**src/rtl/core/ceq_pkg.sv**
```systemverilog
// Shared types, kind codes and control structs of the coalescing event queue.
package ceq_pkg;

    localparam int DEPTH_DEF = 64;

    localparam logic [2:0] KIND_NONE   = 3'd0;
    localparam logic [2:0] KIND_ENV    = 3'd1;
    localparam logic [2:0] KIND_MOTION = 3'd2;
    localparam logic [2:0] KIND_LAYER  = 3'd3;
    localparam logic [2:0] KIND_CLOSE  = 3'd4;
    localparam logic [2:0] KIND_GFX    = 3'd5;
    localparam logic [2:0] KIND_RESYNC = 3'd6;

    localparam logic OP_PUSH = 1'b0;
    localparam logic OP_POLL = 1'b1;

    typedef struct packed {
        logic [31:0] seq;
        logic [31:0] payload;
        logic [31:0] dy;
        logic [31:0] dx;
        logic [15:0] layer;
        logic [7:0]  pointer;
        logic [15:0] host;
        logic [2:0]  kind;
    } slot_t;

    typedef struct packed {
        logic load;
        logic init_env;
        logic init_mot;
        logic rd_scan;
        logic rd_head;
        logic step_fwd;
        logic step_back;
        logic merge_wr;
        logic resync_wr;
        logic append_wr;
        logic res_wr;
        logic res_ok;
        logic res_poll;
    } cmd_t;

    typedef struct packed {
        logic       op_poll;
        logic [2:0] kind;
        logic       cnt_zero;
        logic       match_env;
        logic       match_mot;
        logic       rd_motion;
        logic       full;
        logic       empty;
        logic       out_free;
    } sts_t;

endpackage

```
**src/rtl/core/ceq_ctrl.sv**
```systemverilog
// Controller state machine that sequences pushes, scans and polls.
module ceq_ctrl
    import ceq_pkg::*;
(
    input  logic clk,
    input  logic rst_n,
    input  logic in_valid,
    output logic in_ready,
    input  sts_t sts,
    output cmd_t cmd
);

    localparam logic [2:0] ST_IDLE     = 3'd0;
    localparam logic [2:0] ST_DISP     = 3'd1;
    localparam logic [2:0] ST_SCAN_RD  = 3'd2;
    localparam logic [2:0] ST_SCAN_CHK = 3'd3;
    localparam logic [2:0] ST_PLACE    = 3'd4;
    localparam logic [2:0] ST_APPEND   = 3'd5;
    localparam logic [2:0] ST_RESULT   = 3'd6;

    logic [2:0] state_reg, state_next;
    logic       ok_reg, ok_next;
    logic       poll_reg, poll_next;
    logic       keep_kind;

    assign in_ready  = (state_reg == ST_IDLE);
    assign keep_kind = (sts.kind == KIND_LAYER) || (sts.kind == KIND_CLOSE) ||
                       (sts.kind == KIND_GFX);

    always_comb
    begin
        state_next = state_reg;
        ok_next    = ok_reg;
        poll_next  = poll_reg;
        cmd        = '0;
        unique case (state_reg)
            ST_IDLE:
            begin
                if (in_valid)
                begin
                    cmd.load   = 1'b1;
                    state_next = ST_DISP;
                end
            end
            ST_DISP:
            begin
                poll_next = 1'b0;
                ok_next   = 1'b0;
                if (sts.op_poll)
                begin
                    if (!sts.empty)
                    begin
                        cmd.rd_head = 1'b1;
                        poll_next   = 1'b1;
                        ok_next     = 1'b1;
                    end
                    state_next = ST_RESULT;
                end
                else if (sts.kind == KIND_NONE)
                begin
                    state_next = ST_RESULT;
                end
                else if (sts.kind == KIND_ENV)
                begin
                    cmd.init_env = 1'b1;
                    state_next   = ST_SCAN_RD;
                end
                else if (sts.kind == KIND_MOTION)
                begin
                    cmd.init_mot = 1'b1;
                    state_next   = ST_SCAN_RD;
                end
                else
                begin
                    state_next = ST_PLACE;
                end
            end
            ST_SCAN_RD:
            begin
                if (sts.cnt_zero)
                begin
                    state_next = ST_PLACE;
                end
                else
                begin
                    cmd.rd_scan = 1'b1;
                    state_next  = ST_SCAN_CHK;
                end
            end
            ST_SCAN_CHK:
            begin
                if (sts.kind == KIND_ENV)
                begin
                    if (sts.match_env)
                    begin
                        cmd.merge_wr = 1'b1;
                        ok_next      = 1'b1;
                        state_next   = ST_RESULT;
                    end
                    else
                    begin
                        cmd.step_fwd = 1'b1;
                        state_next   = ST_SCAN_RD;
                    end
                end
                else if (!sts.rd_motion)
                begin
                    state_next = ST_PLACE;
                end
                else if (sts.match_mot)
                begin
                    cmd.merge_wr = 1'b1;
                    ok_next      = 1'b1;
                    state_next   = ST_RESULT;
                end
                else
                begin
                    cmd.step_back = 1'b1;
                    state_next    = ST_SCAN_RD;
                end
            end
            ST_PLACE:
            begin
                if (sts.full)
                begin
                    cmd.resync_wr = 1'b1;
                    state_next    = keep_kind ? ST_APPEND : ST_RESULT;
                end
                else
                begin
                    cmd.append_wr = 1'b1;
                    ok_next       = 1'b1;
                    state_next    = ST_RESULT;
                end
            end
            ST_APPEND:
            begin
                cmd.append_wr = 1'b1;
                ok_next       = 1'b1;
                state_next    = ST_RESULT;
            end
            ST_RESULT:
            begin
                if (sts.out_free)
                begin
                    cmd.res_wr   = 1'b1;
                    cmd.res_ok   = ok_reg;
                    cmd.res_poll = poll_reg;
                    state_next   = ST_IDLE;
                end
            end
            default:
            begin
                state_next = ST_IDLE;
            end
        endcase
    end

    always_ff @(posedge clk or negedge rst_n)
    begin
        if (!rst_n)
        begin
            state_reg <= ST_IDLE;
            ok_reg    <= 1'b0;
            poll_reg  <= 1'b0;
        end
        else
        begin
            state_reg <= state_next;
            ok_reg    <= ok_next;
            poll_reg  <= poll_next;
        end
    end

endmodule

```
**config.mk**
```make
export PLATFORM = sky130hd
export DESIGN_NAME = ceq_ctrl
export DESIGN_NICKNAME = d
export VERILOG_FILES = /design/src/rtl/core/ceq_pkg.sv /design/src/rtl/core/ceq_ctrl.sv
export SDC_FILE = /design/constraint.sdc
export NUM_CORES = 1
export LEC_CHECK = 0
export BUFFER_PORTS_ARGS = -buffer_cell sky130_fd_sc_hd__buf_4
export CORE_AREA = 2 2 39 41
export CTS_BUF_LIST = sky130_fd_sc_hd__clkbuf_2 sky130_fd_sc_hd__clkbuf_4 sky130_fd_sc_hd__clkbuf_8
export DETAILED_ROUTE_END_ITERATION = 10
export DIE_AREA = 0 0 41 43
export PLACE_DENSITY_LB_ADDON = 0.15
export SYNTH_ARGS = -nofsm -noshare
export SYNTH_HDL_FRONTEND = slang
export SYNTH_SLANG_ARGS = --single-unit
```
**constraint.sdc**
```tcl
create_clock -name clk -period 2.7 [get_ports clk]
set_input_delay 0.54 -clock clk [delete_from_list [all_inputs] [get_ports clk]]
set_output_delay 0.54 -clock clk [all_outputs]
set_load 0.02 [all_outputs]
```
* After elaboration in Yosys (flattened, before gate mapping)
Cells that the tools add are included.
** Storage, ports and cells
- Bits in latches :: 0
- Logic and storage cells :: 75
- Bits in registers :: 5
- Bits of input ports :: 14
- ROM bits :: 0
- Bits in writable memories :: 0
- Memories :: 0
** Operators by class
- Multiplexer cells :: 48
- Bitwise gates (word level) :: 0
- Reductions and logical operators :: 7
- Magnitude comparators :: 0
- Multiply operators :: 0
- Shift-type cells :: 0
- $add $sub $neg :: 0
- Equal/unequal tests :: 17
- Divide/modulo/power cells :: 0
** Operator list (number)
- 3-bit two-way mux :: 14
- 1-bit two-way mux :: 25
- 3-bit case mux with 7 select lines :: 1
- 3-bit == test (second input constant) :: 5
- 3-bit by 2-bit == test with 1-bit output (second input constant) :: 4
- 2-bit two-way mux :: 6
- 3-bit inequality test (second input constant) :: 3
- 3-bit by 1-bit == test with 1-bit output (second input constant) :: 2
- 3-bit logical NOT :: 2
- 2-bit inequality test (second input constant) :: 3
- 5-bit AND reduction :: 1
- 1-bit case mux with 4 select lines :: 1
- 4-bit nonzero test :: 1
- 1-bit logical OR :: 2
- 1-bit case mux with 2 select lines :: 1
- 2-bit AND reduction :: 1

* Depth between registers and ports, before layout
- Word-level depth :: 6
- Mapped depth :: 5
- Mapped depth without buffers :: 4

* Worst setup path after synthesis
No wires, ideal clock.
- Path kind :: input to output
- Start point :: in sts[8] (netlist bit)
- End point :: out cmd[7] (netlist bit)
- Required time :: 2160 ps
- Path buffers :: 1
- Setup slack :: 736 ps
- Arrival :: 1424 ps
- Stages :: 3
- Cells stage by stage :: buf_4 > nor4b_2 > nor2b_1
** RTL lines
- start: declaration :: line ceq_ctrl.sv:9 : input sts_t sts,
- end: declaration :: line ceq_ctrl.sv:10 : output cmd_t cmd

==> results.py <==
metrics = {
    "run_status": {
        "run_status": "complete, no violations",
    },
    "synthesis": {
        "synth-seq-cells": 5,
        "post-synth-top-area-cell": "sky130_fd_sc_hd__dfrtp_1",
        "synth_top_area_share_pct": 24.7,
        "synth_compound_gate_area_share_pct": 18.8,
        "synth.distinct_cells": 30,
        "gate_count_after_technology_mapping": 68,
        "synth_area_leaders": "sky130_fd_sc_hd__dfrtp_1, sky130_fd_sc_hd__nor2_1, sky130_fd_sc_hd__nor2b_1",
        "mappedNetlistNets": 82,
        "synth-seq-area-share_pct": 24.7,
        "synth_area_um2": 507,
        "yosys-mux-area-fraction_pct": 4.20,
        "largest_family_of_logic_cells_by_synthesized_area": "simple AND/OR/NAND/NOR gates",
        "syn-mean-instance-area_um2": 7.45,
        "synth-simple-area-share_pct": 44.4,
        "synthXorXnorAreaFrac_pct": 1.73,
        "synth-main-ff-cell": "sky130_fd_sc_hd__dfrtp_1",
        "post_synth_fa_ha_maj_area_fraction_pct": 0,
        "synth_edf_count": 0,
        "async_reset_ff_share_pct": 100,
        "synth.yosys.warnings": 0,
    },
    "timing": {
        "fmax_mhz": 449,
        "grt_setup_unrepaired": "false",
        "hold-worst-slack_ns": 0.0980,
        "worst_clock_skew_ns": 0.000235,
        "timing_hold_violations_final": 0,
        "timing_worst_slew_pin_value_ns": 0.409,
        "slew-limit-headroom_pct": 72.8,
        "tns_ns": 0,
        "setup_viol": 0,
        "final.min_clock_period_ns": 2.22,
        "drv_slew": 0,
        "final_min_period_over_clock_period_pct": 82.4,
    },
    "route": {
        "postRouteAntennaNets": 0,
        "detailedRoute.firstIterationViolations": 11,
        "drt-pass1-iter-count": 4,
        "via_count": 573,
        "vias_per_cell": 5.12,
        "drcViolationCount": 0,
        "wirelength_um": 1270,
        "post_drt_wl_per_cell_um": 11.4,
    },
    "pwr": {
        "cellLeakagePower_nw": 0.354,
        "power_density_cells_nw_per_um2": 802,
        "vdd.ir_drop.worst_v": 0.000350,
    },
    "setup_path": {
        "setup.worst_path.start_class": "flip-flop",
        "setup.worst_path.class": "reg2out",
        "critical-path-top-delay-family": "simple AND/OR/NAND/NOR gates",
        "cp.required_ns": 2.16,
        "timing.critical_path.cells": "nand2b_1 > nor2_1 > nand2_1 > nor3b_1 > buf_4",
        "critical_path_arrival_ns": 1.68,
        "cp_slowest_stage_delay_ns": 0.51,
        "setup.worst_path.end_class": "primary output",
        "path_buf_inv": 1,
        "timing.critical_path.depth": 5,
        "reg2reg_to": "poll_reg",
        "worstReg2RegStart": "state_reg[2]",
        "r2r_setup_slack_ns": 1.26,
        "crit_slowest_cell": "sky130_fd_sc_hd__dfrtp_1",
        "worst-path-max-fanout": 15,
        "reg2reg_depth": 3,
    },
    "global_route": {
        "via_count_of_the_first_global_routing_pass": 492,
        "grt-ovfl-total": 0,
        "grt_pass1_wl_um": 1960,
        "grt_start_max_net_pins": 16,
        "antenna_found_initial": 0,
        "groute.usage.overall_pct": 16.1,
    },
    "floorplan": {
        "initial_core_util_pct": 36.6,
        "core_area_um2": 1380,
        "die_w_um": 41,
        "placementRows": 14,
        "fp.dieArea_um2": 1760,
        "die-height_um": 43,
        "design.portCount": 28,
    },
    "clocking": {
        "clock_insertion_delay_worst_skew_ns": 0.23,
        "cts.repair.resized": 0,
        "ctsHoldBuffers": 0,
        "ctsRootBufferMaster": "sky130_fd_sc_hd__clkbuf_4",
        "deepest_clock_path_buffer_count": 2,
        "cts-buffers-inserted": 3,
        "cts_setup_buffers": 0,
        "clkSinkCount": 5,
        "cts.reportedPaths.clkPinSlew_ns": 0.04,
        "ctsHtreeMaxLevel": 1,
        "cts_tree": "built",
    },
    "worst_hold_path": {
        "hold_class": "in2async",
    },
    "cells_and_area": {
        "flow.area_growth_from_synthesis_pct": 46.7,
        "layout_commonest_cell": "sky130_fd_sc_hd__buf_4",
        "largest_register_ff_count": 3,
        "register_area_um2": 125,
        "multi_input_comb_area_um2": 350,
        "finalNetCount": 111,
        "nFillCells": 136,
        "layout.cells.most_common_list": "sky130_fd_sc_hd__buf_4, sky130_fd_sc_hd__nor2_1, sky130_fd_sc_hd__nand2_1, sky130_fd_sc_hd__nor3_1, sky130_fd_sc_hd__dfrtp_1",
        "antenna_cells_inserted": 0,
        "layout_cell_share_with_drive_strength_beyond_1_pct": 37.5,
    },
    "placed_design": {
        "place.port_buffers": 27,
        "place.detailed.hpwl_um": 1010,
        "gpl.final_weighted_congestion": 0.759,
    },
    "job": {
        "drv.max_cap_violation_count": 0,
    },
}
[metrics by stage]
step                util, %  cell area, um2  instances  worst slack (ns)  power [W]
floorplan                 -             507         68             0.736   0.000389
global placement       51.5             713        108             0.701   0.000506
detailed placement     51.5             713        108             0.696   0.000507
CTS                    53.7             743        112             0.455   0.000603
global route           53.7             743        112             0.283   0.000651
finish                 53.7             743        112             0.475   0.000596
[routing by layer]
| layer | share of wire (%) | wire [um] | vias to the layer above | global-route usage [%] |
|---|---|---|---|---|
| met4 | 0 | 0 | 0 | 4.00 |
| met2 | 49 | 626 | 16 | 25.3 |
| met3 | 4.9 | 63 | 0 | 4.71 |
| li1 | - | - | 296 | - |
| met1 | 46 | 583 | 261 | 20.8 |
| met5 | 0 | 0 | - | 0 |
[area by class of cell]
class | count | area share, %
clock buffers | 4 | 4.04
inverters | 4 | 2.02
multi-input cells | 56 | 47.1
flip-flops and latches | 5 | 16.8
well taps | 16 | 2.69
repair buffers | 27 | 27.3
[kinds of logic after synthesis]
logic type,count (synthesis)
buf+inv,7
mux,2
simple gates,38
flops,5
compound gates,15
xor+xnor,1
[cells in the mapped netlist, types with 2 or more instances]
cell / instances
sky130_fd_sc_hd__nand2b_1: 2
sky130_fd_sc_hd__nor3b_1: 2
sky130_fd_sc_hd__dfrtp_1: 5
sky130_fd_sc_hd__nand3b_1: 2
sky130_fd_sc_hd__o21ai_0: 4
sky130_fd_sc_hd__nor3b_2: 2
sky130_fd_sc_hd__and2_1: 3
sky130_fd_sc_hd__a21oi_1: 4
sky130_fd_sc_hd__nor2_1: 8
sky130_fd_sc_hd__inv_1: 4
sky130_fd_sc_hd__nand2_1: 6
sky130_fd_sc_hd__nor2b_1: 4
sky130_fd_sc_hd__nor3_1: 5
[power breakdown]
group | leakage, nW | switching, W | internal, W
combinational | 0.277 | 0.000175 | 0.000147
clock | 0.0184 | 0.0000270 | 0.0000657
sequential | 0.0586 | 0.0000736 | 0.000108
[how the worst max path moves through the flow]
| stage | start | endpoint | slack, ns |
|---|---|---|---|
| 2_1_floorplan | sts[8] | cmd[7] | 0.74 |
| 3_3_place_gp | sts[7] | cmd[6] | 0.70 |
| 3_5_place_dp | sts[7] | cmd[6] | 0.70 |
| 4_1_cts | state_reg[2] | cmd[10] | 0.46 |
| 5_1_grt | state_reg[2] | cmd[10] | 0.28 |
| 6_report | state_reg[2] | cmd[10] | 0.48 |
[worst reg2reg max path: stages, from the launching register on]
cell,delay [ns]
sky130_fd_sc_hd__dfrtp_1,0.51
sky130_fd_sc_hd__nand2b_1,0.23
sky130_fd_sc_hd__nor2_1,0.21
sky130_fd_sc_hd__mux2_1,0.36
(Power assumes the default switching activity.)
